`src/design/imh_pkg.sv`:
```
`timescale 1ns / 1ps
// ----------------------------------------------------------------------------
// imh_pkg
// Shared types, constants, commands and helpers of the indexed min-heap.
// ----------------------------------------------------------------------------
package imh_pkg;

    localparam int CAPACITY = 256;
    localparam int KEY_BITS = 32;
    localparam int VTX_W    = 8;
    localparam int VTX_N    = 1 << VTX_W;
    localparam int IN_KEY_W = 32;
    localparam int IDX_W    = $clog2(CAPACITY);
    localparam int CNT_W    = $clog2(CAPACITY + 1);

    typedef logic signed [KEY_BITS-1:0] t_key;

    typedef struct packed {
        t_key             key;
        logic [VTX_W-1:0] vtx;
    } t_entry;

    localparam int ENTRY_W = $bits(t_entry);

    localparam logic [1:0] KIND_INSERT   = 2'd0;
    localparam logic [1:0] KIND_EXTRACT  = 2'd1;
    localparam logic [1:0] KIND_DECREASE = 2'd2;

    localparam logic [1:0] ST_OK    = 2'd0;
    localparam logic [1:0] ST_EMPTY = 2'd1;
    localparam logic [1:0] ST_FULL  = 2'd2;

    typedef enum logic [3:0] {
        CMD_NONE,
        CMD_LATCH,
        CMD_INS_START,
        CMD_EXT_START,
        CMD_EX_LOAD,
        CMD_DK_MAPRD,
        CMD_DK_HEAPRD,
        CMD_DK_START,
        CMD_UP_RD,
        CMD_UP_MOVE,
        CMD_PLACE,
        CMD_DN_RDL,
        CMD_DN_L,
        CMD_DN_R,
        CMD_DN_MOVE,
        CMD_OUT
    } t_cmd;

    typedef struct packed {
        logic full;
        logic empty;
        logic cnt_one;
        logic i_zero;
        logic map_oob;
        logic vtx_mis;
        logic par_gt;
        logic l_oob;
        logic r_oob;
        logic sel;
        logic out_free;
    } t_stat;

    // Clamp an input key into the signed KEY_BITS range.
    function automatic t_key sat_key(input logic signed [IN_KEY_W-1:0] k);
        logic signed [64:0] kx;
        logic signed [64:0] hi;
        logic signed [64:0] lo;
        kx = 65'(k);
        hi = (65'sd1 <<< (KEY_BITS - 1)) - 65'sd1;
        lo = -hi - 65'sd1;
        if (kx > hi) begin
            kx = hi;
        end else if (kx < lo) begin
            kx = lo;
        end
        return $signed(kx[KEY_BITS-1:0]);
    endfunction

endpackage

```
`src/design/imh_ctrl.sv`:
```
`timescale 1ns / 1ps
// ----------------------------------------------------------------------------
// imh_ctrl
// Operation sequencer: issues at most one datapath command per cycle.
// ----------------------------------------------------------------------------
module imh_ctrl (
    input  logic           i_clk,
    input  logic           i_rst_n,
    input  logic           i_in_valid,
    input  logic [1:0]     i_kind,
    input  imh_pkg::t_stat i_stat,
    output logic           o_in_ready,
    output imh_pkg::t_cmd  o_cmd
);
    typedef enum logic [3:0] {
        S_IDLE, S_INS, S_EXT, S_EX_LD, S_DK_RDM, S_DK_CHK, S_DK_VCHK,
        S_UP_CHK, S_UP_CMP, S_PLACE, S_DN_RDL, S_DN_L, S_DN_R, S_DN_DEC, S_DONE
    } t_state;

    t_state r_state;
    t_state n_state;

    always_comb begin
        n_state = r_state;
        o_cmd   = imh_pkg::CMD_NONE;
        unique case (r_state)
            S_IDLE: begin
                if (i_in_valid) begin
                    o_cmd = imh_pkg::CMD_LATCH;
                    priority case (i_kind)
                        imh_pkg::KIND_INSERT:   n_state = S_INS;
                        imh_pkg::KIND_EXTRACT:  n_state = S_EXT;
                        imh_pkg::KIND_DECREASE: n_state = S_DK_RDM;
                        default:                n_state = S_DONE;
                    endcase
                end
            end
            S_INS: begin
                o_cmd   = imh_pkg::CMD_INS_START;
                n_state = i_stat.full ? S_DONE : S_UP_CHK;
            end
            S_EXT: begin
                o_cmd   = imh_pkg::CMD_EXT_START;
                n_state = (i_stat.empty || i_stat.cnt_one) ? S_DONE : S_EX_LD;
            end
            S_EX_LD: begin
                o_cmd   = imh_pkg::CMD_EX_LOAD;
                n_state = S_DN_RDL;
            end
            S_DK_RDM: begin
                o_cmd   = imh_pkg::CMD_DK_MAPRD;
                n_state = S_DK_CHK;
            end
            S_DK_CHK: begin
                if (i_stat.map_oob) begin
                    n_state = S_DONE;
                end else begin
                    o_cmd   = imh_pkg::CMD_DK_HEAPRD;
                    n_state = S_DK_VCHK;
                end
            end
            S_DK_VCHK: begin
                if (i_stat.vtx_mis) begin
                    n_state = S_DONE;
                end else begin
                    o_cmd   = imh_pkg::CMD_DK_START;
                    n_state = S_UP_CHK;
                end
            end
            S_UP_CHK: begin
                if (i_stat.i_zero) begin
                    n_state = S_PLACE;
                end else begin
                    o_cmd   = imh_pkg::CMD_UP_RD;
                    n_state = S_UP_CMP;
                end
            end
            S_UP_CMP: begin
                if (i_stat.par_gt) begin
                    o_cmd   = imh_pkg::CMD_UP_MOVE;
                    n_state = S_UP_CHK;
                end else begin
                    n_state = S_PLACE;
                end
            end
            S_PLACE: begin
                o_cmd   = imh_pkg::CMD_PLACE;
                n_state = S_DONE;
            end
            S_DN_RDL: begin
                if (i_stat.l_oob) begin
                    n_state = S_PLACE;
                end else begin
                    o_cmd   = imh_pkg::CMD_DN_RDL;
                    n_state = S_DN_L;
                end
            end
            S_DN_L: begin
                o_cmd   = imh_pkg::CMD_DN_L;
                n_state = i_stat.r_oob ? S_DN_DEC : S_DN_R;
            end
            S_DN_R: begin
                o_cmd   = imh_pkg::CMD_DN_R;
                n_state = S_DN_DEC;
            end
            S_DN_DEC: begin
                if (i_stat.sel) begin
                    o_cmd   = imh_pkg::CMD_DN_MOVE;
                    n_state = S_DN_RDL;
                end else begin
                    n_state = S_PLACE;
                end
            end
            S_DONE: begin
                if (i_stat.out_free) begin
                    o_cmd   = imh_pkg::CMD_OUT;
                    n_state = S_IDLE;
                end
            end
            default: n_state = S_IDLE;
        endcase
    end

    always_ff @(posedge i_clk) begin
        if (!i_rst_n) begin
            r_state <= S_IDLE;
        end else begin
            r_state <= n_state;
        end
    end

    assign o_in_ready = r_state == S_IDLE;
endmodule

```
`config.mk`:
```
export PLATFORM = sky130hd
export DESIGN_NAME = imh_ctrl
export DESIGN_NICKNAME = d
export VERILOG_FILES = /design/src/design/imh_pkg.sv /design/src/design/imh_ctrl.sv
export SDC_FILE = /design/constraint.sdc
export NUM_CORES = 1
export LEC_CHECK = 0
export BUFFER_PORTS_ARGS = -buffer_cell sky130_fd_sc_hd__buf_2
export CAP_MARGIN = 5
export CORE_AREA = 2 2 39 41
export DETAILED_ROUTE_END_ITERATION = 8
export DIE_AREA = 0 0 41 43
export PLACE_DENSITY = 0.77
export SYNTH_ARGS = -nofsm -noshare
export SYNTH_HDL_FRONTEND = slang
export SYNTH_SLANG_ARGS = --single-unit
```
`constraint.sdc`:
```
create_clock -name i_clk -period 2.55 [get_ports i_clk]
set_input_delay 0.51 -clock i_clk [delete_from_list [all_inputs] [get_ports i_clk]]
set_output_delay 0.51 -clock i_clk [all_outputs]
set_load 0.005 [all_outputs]
```
==> metrics, run 1 <==
# fillers 147; TritonCTS clock tree yes; worst hold stages 1; leading area contributor after synthesis dfxtp_1; I/O pins 21; Worst slew margin 63.3%; area of the multi-input gates 468 um^2; largest register by flop count r_state; setup TNS 0 ns; worst-margin pin slew 0.545 ns; biggest regs r_state x4; Hold Crit Class flop to flop; CTS Buffer Depth 2; yosys warns 0; post-synth net total 110; RSZ-0062 raised after global routing false; final setup fails 0; clock share of power 9.1%; Non-Filler Instances 127; Netlist cell types 33; Port-buffer cells 20; Final Power 0.000882 W; status complete, no violations; minimum clock period 2.27 ns; starting DRC count in detailed routing 50; top-area cell type share of the netlist area 13.3%; Final period util 89.0%; Remaining DRCs 0; post-synthesis mux area share 0%; sequential power share 24.0%; Mapped Area 604 um^2; vias per cell 6.30; dpl cells 124; layout cell share with drive strength beyond 1 27.0%; largest family of logic cells by synthesized area compound AO/OA/AOI/OAI gates; number of buffers inserted by hold repair at cts 0; clock slew at reported path FFs 0.04 ns; TritonCTS buffer count 3; EDFF count, synth 0; # rows 14; ANT cells 0; overall routing resource usage 23.0%; Switch Pwr 0.000453 W; Synth Area in Compound Gates 42.0%; clk sink count 4; postcts setup bufs 0; nets 129; clk_skew 0.00306 ns; top cell types by occurrence after synthesis nor2_1 (12), nand2_1 (11), o21ai_0 (9); Die Wd 41 um; worst-case reg-to-reg path depth 4; CP Max Fanout 14; Synth area leaders dfxtp_1 (13%), o21ai_0 (7.5%), nor2_1 (7.5%); Register Area 82.6 um^2; critical path required time 2.04 ns; Synth Area per Inst 6.43 um^2; Critical Path AT 1.76 ns; critical path class flop to output port; combinational share of power 66.9%; HPWL after DPL 1400 um; sequential fraction of the synthesis area 13.3%; ys async rst share 0%; Seq cells post-synth 4; first-pass iteration count of the detailed router 5; vias in the first global route 648; GPL Wtd Cong 0.924; sw frac 51.3%; Critical Path Sink Type output port; Die Y 43 um; Synth Area in Adders 0%; max_cap viols 0; CTS H-tree lvls 1; Post-Synthesis Cells 94; Final Max Tran Viols 0; most common cell in the netlist nor2_1; grt ovf 0; initial core utilization 43.7%; synthesis-to-finish area growth 19.0%; Core Footprint 1380 um^2; max reg flops 4; largest net degree at the start of global routing 20; maximum clock rate 441 MHz; initial antenna violation count 0; commonest register cell after synthesis dfxtp_1; Root Driver clkbuf_4; peak supply drop 520 uV; Power Internal 0.000429 W; wire length per cell 14.7 um; Final Hold Viols 0; DIE AREA 1760 um^2; vias post-DR 800; Post-Synth Simple-Gate Area 35.4%; P per Cell Area 1230 nW/um^2; Synth Area in XOR/XNOR 0%; Total Routed Length 1870 um; ANT nets after route 0; clk_lat worst skew 0.24 ns; Pleak 0.296 nW; CP startpoint kind flop; Util after Layout 52.0%; first-pass GRT wire length 2860 um
stage by stage:
| stage | hold WS, ns | setup slack, ns | cell area (um^2) |
|---|---|---|---|
| floorplan | 0.709 | 0.828 | 604 |
| global placement | 0.744 | 0.477 | 694 |
| detailed placement | 0.745 | 0.410 | 694 |
| CTS | 0.664 | 0.160 | 717 |
| global route | 0.677 | 0.124 | 719 |
| finish | 0.650 | 0.280 | 719 |
cells in the final DEF (no fill, tap or decap), types with 2 or more instances in the layout:
master,netlist,layout
nand2b_1,2,2
nand2_1,11,11
inv_1,3,3
nor2b_1,5,5
a22oi_1,2,2
o311ai_0,2,2
dfxtp_1,4,2
dfxtp_2,0,2
o21ai_0,9,9
nor2_1,12,12
a21oi_1,7,7
o31ai_1,3,3
buf_4,0,2
o21a_1,2,2
buf_2,6,20
o221ai_1,3,3
nor3_1,2,2
clkbuf_4,0,3
nand3_1,4,4
worst paths after layout:
check             slack [ns]                 endpoint               startpoint
setup / recovery        0.28                 o_cmd[0]  r_state[2]$_SDFFE_PN0P_
hold / removal          0.65  r_state[3]$_SDFFE_PN0P_  r_state[0]$_SDFFE_PN0P_
setup reg to reg        0.89  r_state[3]$_SDFFE_PN0P_  r_state[2]$_SDFFE_PN0P_
hold reg to reg         0.65  r_state[3]$_SDFFE_PN0P_  r_state[0]$_SDFFE_PN0P_
cell type report:
| type | instances | area share [%] |
|---|---|---|
| clock buffers | 3 | 3.13 |
| repair buffers | 22 | 16.0 |
| well taps | 16 | 2.78 |
| flip-flops and latches | 4 | 11.5 |
| multi-input cells | 79 | 65.0 |
| inverters | 3 | 1.57 |
per-layer routing:
layer,GRT usage (%),wire length [um],up-vias
li1,-,-,385
met2,34.7,906,58
met4,6.00,0,0
met1,32.1,759,357
met3,4.71,205,0
met5,0,0,-
cells by family (layout without fill, tap and decap cells):
family | Yosys count | count (layout)
and+or+nand+nor | 43 | 43
AOI/OAI and AO/OA | 36 | 36
buffers and inverters | 11 | 28
DFF | 4 | 4
worst max-delay path, stage by stage, from the launching register on:
cell	delay (ns)
dfxtp_1	0.59
nor2b_1	0.43
nand3_1	0.13
o311ai_0	0.13
a21oi_1	0.10
buf_2	0.14
power by group through the flow:
| stage | Combinational (W) | Clock [W] | Sequential [W] |
|---|---|---|---|
| 2_1_floorplan | 0.000532 | 0 | 0.000106 |
| 3_3_place_gp | 0.000579 | 0 | 0.000202 |
| 6_report | 0.000590 | 0.0000804 | 0.000212 |
| 5_1_grt | 0.000657 | 0.0000841 | 0.000219 |
| 4_1_cts | 0.000587 | 0.0000822 | 0.000202 |
| 3_5_place_dp | 0.000583 | 0 | 0.000204 |
repair_timing:
action                                  4_1_cts  5_1_grt
gates resized for setup                       0        2
endpoints found under the setup margin        0        1
endpoints found under the hold margin         0        0
(Power assumes the default switching activity.)
==> inputs of run 2 (changes only) <==
==> constraint.sdc (replaced) <==
create_clock -name i_clk -period 2.55 [get_ports i_clk]
set_input_delay 0.51 -clock i_clk [delete_from_list [all_inputs] [get_ports i_clk]]
set_output_delay 0.51 -clock i_clk [all_outputs]
set_load 0.1 [all_outputs]
==> run 2 against run 1 <==
First-iteration DRC count grew 32%. Die area is the same. Sequential share of layout area decreased by 1.6 points. Register-to-register slack lost 0.14 ns. Flip-flop and latch count did not move. Critical path depth up 1. Critical endpoint is now o_cmd[2]. Utilization rose by 6.5 points. Global-route usage rose by 2.1 points.
==> metrics, run 2 (synthesis results as in run 1) <==
status complete, no violations; clk sink count 4; Non-Filler Instances 130; I/O pins 21; CTS H-tree lvls 1; biggest regs r_state x4; grt ovf 0; synthesis-to-finish area growth 34.0%; wire length per cell 14.1 um; nets 132; Remaining DRCs 0; first-pass GRT wire length 3110 um; starting DRC count in detailed routing 66; number of buffers inserted by hold repair at cts 0; clk_lat worst skew 0.24 ns; reg2reg end r_state[0]$_SDFFE_PN0P_; Core Footprint 1380 um^2; max_cap viols 0; critical path required time 2.04 ns; max reg flops 4; TritonCTS clock tree yes; TritonCTS buffer count 3; final setup fails 0; dpl cells 127; Hold Path Sink r_state[2]$_SDFFE_PN0P_; worst hold stages 3; clk_skew 0.00380 ns; setup TNS 0 ns; most frequent cells in the layout buf_2 (16), nor2_1 (12), nand2_1 (11); worst-margin pin slew 0.567 ns; CP Max Fanout 14; Critical Path Sink Type output port; worst r2r src r_state[2]$_SDFFE_PN0P_; Total Routed Length 1840 um; GPL Wtd Cong 0.912; Critical Path AT 1.86 ns; clock slew at reported path FFs 0.04 ns; maximum clock rate 421 MHz; initial core utilization 43.7%; overall routing resource usage 25.1%; Port-buffer cells 20; Worst slew margin 62.1%; vias per cell 6.22; worst hold start i_stat[0]; Final Hold Viols 0; HPWL after DPL 1430 um; layout cell share with drive strength beyond 1 28.9%; CP startpoint kind flop; worst-case reg-to-reg path depth 5; initial antenna violation count 0; vias in the first global route 709; first-pass iteration count of the detailed router 4; R2R Setup Slk 0.75 ns; ANT nets after route 0; PostCTS Resize Cnt 0; Root Driver clkbuf_4; # rows 14; largest register by flop count r_state; most common cell after layout, fill and taps aside buf_2; Hold Crit Class input pin to flop; postcts setup bufs 0; Final Max Tran Viols 0; Final period util 93.1%; critical path class flop to output port; Die Wd 41 um; minimum clock period 2.37 ns; ANT cells 0; Die Y 43 um; DIE AREA 1760 um^2; RSZ-0062 raised after global routing false; vias post-DR 808; # fillers 141; CTS Buffer Depth 2; largest net degree at the start of global routing 19
## run 2: cell count changes in the layout (fill, tap and decap cells not counted), sizes merged
cell | before | now
buf | 22 | 25
## run 2: routing by layer
layer	GRT usage, %	wire length [um]
met1	36.5	765
met2	36.3	912
met3	4.71	138
met4	7.33	23
met5	0	0
## run 2: final cells by class
| cell class | count | area [um^2] | area share (%) |
|---|---|---|---|
| Timing Repair Buffer | 25 | 198 | 24.4 |
| Clock buffer | 3 | 22.5 | 2.78 |
| Tap cell | 16 | 20.0 | 2.47 |
| Multi-Input combinational cell | 79 | 478 | 59.0 |
| Inverter | 3 | 11.3 | 1.39 |
| Sequential cell | 4 | 80.1 | 9.89 |
## run 2: worst max path at each step
stage                            start        to
6_report       r_state[1]$_SDFFE_PN0P_  o_cmd[2]
3_3_place_gp   r_state[1]$_SDFFE_PN0P_  o_cmd[2]
2_1_floorplan  r_state[2]$_SDFFE_PN0P_  o_cmd[0]
3_5_place_dp   r_state[1]$_SDFFE_PN0P_  o_cmd[2]
4_1_cts        r_state[1]$_SDFFE_PN0P_  o_cmd[2]
5_1_grt        r_state[1]$_SDFFE_PN0P_  o_cmd[2]
## run 2: metrics by stage
| step | utilization (%) | area (um^2) | setup WS, ns | hold WS (ns) |
|---|---|---|---|---|
| after floorplan | - | 614 | 0.0913 | 0.727 |
| after global placement | 56.9 | 787 | 0.501 | 0.765 |
| after detailed placement | 56.9 | 787 | 0.471 | 0.777 |
| after CTS | 58.5 | 810 | 0.200 | 0.660 |
| after global routing | 58.5 | 810 | 0.0413 | 0.668 |
| final | 58.5 | 810 | 0.177 | 0.670 |
## run 2: critical path: stages, from the launching register on
cell and delay [ns]:
dfxtp_1 0.58, nor2b_1 0.21, a22oi_1 0.19, nor2_1 0.09
a21oi_1 0.21, o221ai_2 0.15, buf_12 0.19
Power of run 2 is not shown: default switching activity piles up to over one toggle a cycle in this logic, so the estimate is an artifact.
